==> config.mk <==
export PLATFORM = sky130hd
export DESIGN_NAME = received_line_queue
export DESIGN_NICKNAME = d
export VERILOG_FILES = /design/src/rtl/rlq_pkg.sv /design/src/rtl/received_line_queue.sv
export VERILOG_INCLUDE_DIRS = /design/src /design/src/rtl
export SDC_FILE = /design/constraint.sdc
export NUM_CORES = 2
export LEC_CHECK = 0
export BUFFER_PORTS_ARGS = -buffer_cell sky130_fd_sc_hd__buf_4
export CAP_MARGIN = 0
export CORE_UTILIZATION = 37
export DETAILED_ROUTE_END_ITERATION = 7
export SYNTH_ARGS = -nofsm -noshare
export SYNTH_HDL_FRONTEND = slang
export SYNTH_SLANG_ARGS = --single-unit
==> constraint.sdc <==
create_clock -name clk -period 7.4 [get_ports clk]
set_input_delay 0.74 -clock clk [delete_from_list [all_inputs] [get_ports clk]]
set_output_delay 0.74 -clock clk [all_outputs]
set_load 0.01 [all_outputs]
==> src/rtl/received_line_queue_macros.svh <==
// assertion macros for the received line queue
`ifndef RECEIVED_LINE_QUEUE_MACROS_SVH
`define RECEIVED_LINE_QUEUE_MACROS_SVH

// same-cycle implication, checked outside reset
`define RLQ_ASSERT_NOW(lbl, ante, cons, msg) \
  lbl: assert property (@(posedge clk) disable iff (!rst_n) (ante) |-> (cons)) \
    else $error(msg);

// next-cycle implication, checked outside reset
`define RLQ_ASSERT_NEXT(lbl, ante, cons, msg) \
  lbl: assert property (@(posedge clk) disable iff (!rst_n) (ante) |=> (cons)) \
    else $error(msg);

`endif

==> src/rtl/rlq_pkg.sv <==
// constants, codes and helpers for the received line queue
`default_nettype none
package rlq_pkg;

  // ring geometry
  localparam int LINE_SLOTS  = 8;
  localparam int LINE_BYTES  = 32;
  localparam int SLOT_W      = $clog2(LINE_SLOTS);
  localparam int LEN_W       = $clog2(LINE_BYTES + 1);
  localparam int STORE_DEPTH = LINE_SLOTS * LINE_BYTES;
  localparam int ADDR_W      = $clog2(STORE_DEPTH);

  typedef logic [SLOT_W-1:0] slot_t;
  typedef logic [LEN_W-1:0]  len_t;
  typedef logic [ADDR_W-1:0] addr_t;

  // input modes
  localparam logic MODE_RX    = 1'b0;
  localparam logic MODE_FETCH = 1'b1;

  // result status codes
  localparam logic [1:0] ST_OK      = 2'd0;
  localparam logic [1:0] ST_NO_LINE = 2'd1;
  localparam logic [1:0] ST_DROPPED = 2'd2;

  // special characters
  localparam logic [7:0] CHAR_NUL = 8'h00;
  localparam logic [7:0] CHAR_CR  = 8'h0D;

  // saturation limit of the pending line count
  localparam logic [7:0] PEND_MAX = 8'hFF;

  // next slot round the ring
  function automatic slot_t slot_inc(input slot_t s);
    slot_t r;
    if (s == slot_t'(LINE_SLOTS - 1)) begin
      r = '0;
    end else begin
      r = s + slot_t'(1);
    end
    return r;
  endfunction

  // first store address of a slot
  function automatic addr_t slot_base(input slot_t s);
    return addr_t'(addr_t'(s) * addr_t'(LINE_BYTES));
  endfunction

endpackage
`default_nettype wire

==> src/rtl/received_line_queue.sv <==
// received line queue: byte collection into line slots and line fetch
//
// channel  | direction | handshake          | payload
// ---------+-----------+--------------------+--------------------------------------
// input    | in        | start & !busy      | in_mode, in_rx_byte
// result   | out       | out_strobe (1 cyc) | out_byte, out_byte_valid, out_last,
//          |           |                    | out_status, out_pending_count
//
// a received byte, a fetch with no pending line and a fetch of an empty line each give
// one word, which appears on the result ports in the cycle after acceptance
// a fetch of an n-byte line streams n words, one per cycle, set by the single read
// port of the line store; busy stays high up to and including the issue of the last byte read
// synchronous active-low reset clears all control state; no clearing pass is needed
// the receiver cannot stall: every word is shown for exactly one cycle
`default_nettype none
`include "received_line_queue_macros.svh"

module received_line_queue
  import rlq_pkg::*;
(
  input  wire logic       clk,
  input  wire logic       rst_n,
  input  wire logic       start,
  output logic            busy,
  input  wire logic       in_mode,
  input  wire logic [7:0] in_rx_byte,
  output logic            out_strobe,
  output logic [7:0]      out_byte,
  output logic            out_byte_valid,
  output logic            out_last,
  output logic [1:0]      out_status,
  output logic [7:0]      out_pending_count
);

  localparam logic S_IDLE  = 1'b0;
  localparam logic S_FETCH = 1'b1;

  // control state
  logic       state_r, state_nxt;
  slot_t      wslot_r, wslot_nxt;
  len_t       wpos_r, wpos_nxt;
  slot_t      rslot_r, rslot_nxt;
  logic [7:0] pend_r, pend_nxt;
  len_t       len_r [LINE_SLOTS];
  logic       ctl_str_r, ctl_str_nxt;
  logic       rd_pend_r, rd_pend_nxt;

  // payload registers
  logic [1:0] ctl_status_r, ctl_status_nxt;
  logic       rd_last_r, rd_last_nxt;
  len_t       idx_r, idx_nxt;
  len_t       flen_r, flen_nxt;
  addr_t      base_r, base_nxt;
  logic [7:0] q_r;

  // line store
  logic [7:0] store_mem [STORE_DEPTH];

  logic  acc;
  logic  we;
  logic  len_we;
  logic  rd_en;
  addr_t wr_addr;
  addr_t rd_addr;
  addr_t base_now;
  len_t  len_sel;

  assign acc      = start & ~busy;
  assign busy     = (state_r == S_FETCH);
  assign len_sel  = len_r[rslot_r];
  assign base_now = slot_base(rslot_r);
  assign wr_addr  = addr_t'(slot_base(wslot_r) + addr_t'(wpos_r));

  // next state of the collector and the fetch sequencer
  always_comb begin
    state_nxt      = state_r;
    wslot_nxt      = wslot_r;
    wpos_nxt       = wpos_r;
    rslot_nxt      = rslot_r;
    pend_nxt       = pend_r;
    ctl_str_nxt    = 1'b0;
    ctl_status_nxt = ST_OK;
    rd_pend_nxt    = 1'b0;
    rd_last_nxt    = 1'b0;
    idx_nxt        = idx_r;
    flen_nxt       = flen_r;
    base_nxt       = base_r;
    we             = 1'b0;
    len_we         = 1'b0;
    rd_en          = 1'b0;
    rd_addr        = addr_t'(base_r + addr_t'(idx_r));
    if (state_r == S_FETCH) begin
      // stream the rest of the line
      rd_en       = 1'b1;
      rd_pend_nxt = 1'b1;
      rd_last_nxt = (idx_r + len_t'(1) == flen_r);
      idx_nxt     = idx_r + len_t'(1);
      if (idx_r + len_t'(1) == flen_r) begin
        state_nxt = S_IDLE;
      end
    end else if (acc) begin
      if (in_mode == MODE_RX) begin
        ctl_str_nxt = 1'b1;
        case (in_rx_byte)
          CHAR_NUL: begin
            wpos_nxt = '0;
          end
          CHAR_CR: begin
            len_we    = 1'b1;
            wslot_nxt = slot_inc(wslot_r);
            wpos_nxt  = '0;
            if (pend_r != PEND_MAX) begin
              pend_nxt = pend_r + 8'd1;
            end
          end
          default: begin
            if (wpos_r < len_t'(LINE_BYTES)) begin
              we       = 1'b1;
              wpos_nxt = wpos_r + len_t'(1);
            end else begin
              ctl_status_nxt = ST_DROPPED;
            end
          end
        endcase
      end else if (pend_r == 8'd0) begin
        ctl_str_nxt    = 1'b1;
        ctl_status_nxt = ST_NO_LINE;
      end else begin
        rslot_nxt = slot_inc(rslot_r);
        pend_nxt  = pend_r - 8'd1;
        if (len_sel == '0) begin
          ctl_str_nxt = 1'b1;
        end else begin
          // first byte read issued at acceptance
          rd_en       = 1'b1;
          rd_addr     = base_now;
          rd_pend_nxt = 1'b1;
          rd_last_nxt = (len_sel == len_t'(1));
          idx_nxt     = len_t'(1);
          base_nxt    = base_now;
          flen_nxt    = len_sel;
          if (len_sel != len_t'(1)) begin
            state_nxt = S_FETCH;
          end
        end
      end
    end
  end

  // control registers
  always_ff @(posedge clk) begin
    if (!rst_n) begin
      state_r   <= S_IDLE;
      wslot_r   <= '0;
      wpos_r    <= '0;
      rslot_r   <= '0;
      pend_r    <= '0;
      ctl_str_r <= 1'b0;
      rd_pend_r <= 1'b0;
      for (int i = 0; i < LINE_SLOTS; i++) begin
        len_r[i] <= '0;
      end
    end else begin
      state_r   <= state_nxt;
      wslot_r   <= wslot_nxt;
      wpos_r    <= wpos_nxt;
      rslot_r   <= rslot_nxt;
      pend_r    <= pend_nxt;
      ctl_str_r <= ctl_str_nxt;
      rd_pend_r <= rd_pend_nxt;
      if (len_we) begin
        len_r[wslot_r] <= wpos_r;
      end
    end
  end

  // payload registers
  always_ff @(posedge clk) begin
    ctl_status_r <= ctl_status_nxt;
    rd_last_r    <= rd_last_nxt;
    idx_r        <= idx_nxt;
    flen_r       <= flen_nxt;
    base_r       <= base_nxt;
  end

  // line store write port
  always_ff @(posedge clk) begin
    if (we) begin
      store_mem[wr_addr] <= in_rx_byte;
    end
  end

  // line store read port, registered output
  always_ff @(posedge clk) begin
    if (rd_en) begin
      q_r <= store_mem[rd_addr];
    end
  end

  // result word: streamed byte or single status word
  assign out_strobe        = ctl_str_r | rd_pend_r;
  assign out_byte          = rd_pend_r ? q_r : 8'h00;
  assign out_byte_valid    = rd_pend_r;
  assign out_last          = rd_pend_r ? rd_last_r : 1'b1;
  assign out_status        = rd_pend_r ? ST_OK : ctl_status_r;
  assign out_pending_count = pend_r;

  // checks
  `RLQ_ASSERT_NOW(a_one_source, ctl_str_r, !rd_pend_r, "status word and stream byte collide")
  `RLQ_ASSERT_NEXT(a_fetch_streams, state_r == S_FETCH, rd_pend_r, "fetch cycle gave no byte")
  `RLQ_ASSERT_NOW(a_fetch_index, state_r == S_FETCH, idx_r < flen_r, "fetch index past line end")
  `RLQ_ASSERT_NOW(a_wpos_range, 1'b1, wpos_r <= len_t'(LINE_BYTES), "write position past slot")
  `RLQ_ASSERT_NEXT(a_pend_drop, !(acc && in_mode == MODE_FETCH), pend_r >= $past(pend_r),
                   "pending count fell without a fetch")

endmodule
`default_nettype wire

==> results.cfg <==
[setup_path]
worstSetupPathType = flop to flop
cp.arrival_ns = 6.45
reg2reg_depth = 11
start_kind = flop
cp_max_fo = 68
cp.required_ns = 7.96
regToRegSetupSlack_ns = 1.51
critPathCaptureType = flop
r2r-end = q_r[7]$_DFFE_PP_

[worst_hold_path]
hold_class = input pin to flop
min_path_cells = 1
min_to = store_mem[143][7]$_DFFE_PP_
worstHoldStart = in_rx_byte[7]

[clock_network]
htreeDepth = 4
postCtsSetupBuffers = 0
cts_buffer_depth = 3
cts_hold_buf = 0
cts_tree = yes
clock-sinks = 2148
clkSlewWorstSetupHoldPaths_ns = 0.06
cts.root.buffer_cell = clkbuf_16
post_cts_resize_count = 0
insertion_delay_ns = 0.88
cts_buffers = 215

[timing]
finalSetupViolCount = 0
hold_viol_final = 0
skew_ns = 0.0355
max_freq_mhz = 170
setup_tns_ns = 0
min_period_ns = 5.89
tightest_slew_ns = 1.26
slew_headroom = 0.155
grt_setup_unrepaired = no
final_max_slew_viol_count = 0
min_period_over_period = 0.796

[detailed_routing]
drt_iter0_drc = 7826
ant_nets = 0
remaining_drc_errors = 0
drt_wl_total_um = 261000
wl_per_cell_um = 30.5
first_pass_iters = 6
drt-vias-per-instance = 5.98
num_vias = 51265

[logic_synthesis]
synthMuxAreaShare = 0.0830
ys_ff_latch = 2148
netlist_instances = 5368
synth_fa_ha_area_frac = 0.00299
synth_top_family_by_area = compound AO/OA/AOI/OAI gates
syn-cell-area_sq_um = 86100
yosysTopAreaCellShare = 0.739
synth_area_leaders = edfxtp_1 74%, mux4_2 4.0%, mux2i_1 3.3%
synth_edf_count = 2119
synth_ff_type = edfxtp_1
synthXorXnorAreaFrac = 0.00214
ys.warnings.count = 0
syn_area_per_cell_sq_um = 16.0
synthArstFlopShare = 0
synth.distinct_cells = 78
yosysMostFrequentCell = edfxtp_1
synthTopCellsByCount = 2119 x edfxtp_1, 432 x nor2_1, 306 x nand2_1
yosys.area.top_type = edfxtp_1
yosysSeqAreaShare = 0.746
synth_compound_area_frac = 0.0931
synth-simple-area-share = 0.0541
syn_nets = 5400

[grt]
grt-ovfl-total = 0
antenna_found_initial = 17
grt_max_degree = 157
grt_pass1_vias = 48934
grt_first_pass_wirelength_um = 371000
gr-usage-all-layers = 0.219

[power]
p_leak_nw = 31.0
power.total_mw = 36.6
ir_worst_vdd_mv = 0.430
power_density_nw_per_um2 = 378

[placement]
port_buffers = 33
place_congestion = 0.889
dp_hpwl_um = 153000

[floorplanning]
die_h_um = 484
io_pins = 34
num_rows = 176
die_width_um = 484
initial_utilization = 0.373
fp.dieArea_sq_um = 235000
coreArea_sq_um = 231000

[final_layout]
areaGrowthSynthToFinish_pct = 12.6
multi_input_area_sq_um = 20400
layout.area.seq_sq_um = 64200
fillers = 20358
layout-drive-gt1-share = 0.133
fin_nets = 5404

[run]
maxCapViolations = 0

[outcome]
outcome = completed
-- layout make-up --
| cell class | count | area share |
|---|---|---|
| antenna | 7 | 0.000181 |
| inverter | 36 | 0.00160 |
| multi-input combinational | 2803 | 0.211 |
| clock inverter | 115 | 0.0115 |
| sequential | 2148 | 0.662 |
| clock buffer | 276 | 0.0583 |
| tap | 3026 | 0.0391 |
| timing repair buffer | 168 | 0.0163 |
-- stage by stage --
stage          setup slack, ns  area, sq um  hold WS (ns)  cells  utilization
5_1_grt                   1.36        96900         0.146   8574        0.420
4_1_cts                   1.60        96900         0.129   8572        0.420
2_1_floorplan             3.29        86100         0.504   5368            -
3_5_place_dp              1.63        90200         0.573   8181        0.391
3_3_place_gp              1.47        90200         0.568   8181        0.391
6_report                  1.51        96900         0.170   8579        0.420
-- registers in the layout (all words and copies together) (netlist names), named ones only --
signal,flops
base_r,3
wpos_r,6
wslot_r,3
out_pending_count,8
busy,1
rslot_r,3
rd_last_r,1
q_r,8
store_mem,2048
out_byte_valid,1
ctl_status_r,2
idx_r,6
len_r,48
flen_r,6
ctl_str_r,1
-- cell usage in the layout (no fill, tap or decap), types with 82 or more instances in the layout --
cell type and instances:
mux2i_1 281, o311a_1 99, nand3_1 82, mux4_2 152, edfxtp_1 2119, o21ai_0 244
nand2_1 300, buf_4 139, a21oi_1 239, o22ai_1 157, clkbuf_16 217, nor2_1 431
-- power by group --
group | total, mW | internal (mW) | switching [mW]
clock network | 10.6 | 5.97 | 4.66
registers | 13.7 | 13.5 | 0.144
logic | 12.3 | 3.66 | 8.66
total | 36.6 | 23.2 | 13.5
-- how the worst max path moves through the flow --
| stage | endpoint | cells past startpoint | slack (ns) |
|---|---|---|---|
| floorplan | q_r[6]$_DFFE_PP_ | 13 | 3.29 |
| global placement | q_r[0]$_DFFE_PP_ | 13 | 1.47 |
| detailed placement | q_r[2]$_DFFE_PP_ | 11 | 1.63 |
| CTS | q_r[3]$_DFFE_PP_ | 11 | 1.60 |
| global route | q_r[7]$_DFFE_PP_ | 12 | 1.36 |
| finish | q_r[7]$_DFFE_PP_ | 11 | 1.51 |
-- cells by family (layout without fill, tap and decap cells) --
family / after synthesis / after routing
DFF: 2148 / 2148
AOI/OAI and AO/OA: 1182 / 1182
and+or+nand+nor: 1066 / 1066
muxes: 514 / 514
buffers and inverters: 417 / 595
xor gates and xnor gates: 21 / 21
adders and majority gates: 20 / 20
other: 0 / 7
-- worst max-delay path, cell delays in order, from the launching register on --
cell and delay [ns]:
dfxtp_1 0.73, mux4_2 0.58, mux2_2 0.30, or4_1 0.73, o21ai_4 0.32, buf_12 0.49
buf_4 0.45, a21oi_1 0.18, nor4_1 0.25, a2111oi_0 0.19, o41ai_1 1.03, o2111ai_1 0.22
-- per-layer routing --
layer / wire (um) / global-route usage
met3: 27500 / 0.0485
met4: 9830 / 0.0825
met5: 60 / 0
met1: 106000 / 0.309
met2: 118000 / 0.329
No activity file was read; power rests on OpenSTA's default activity.
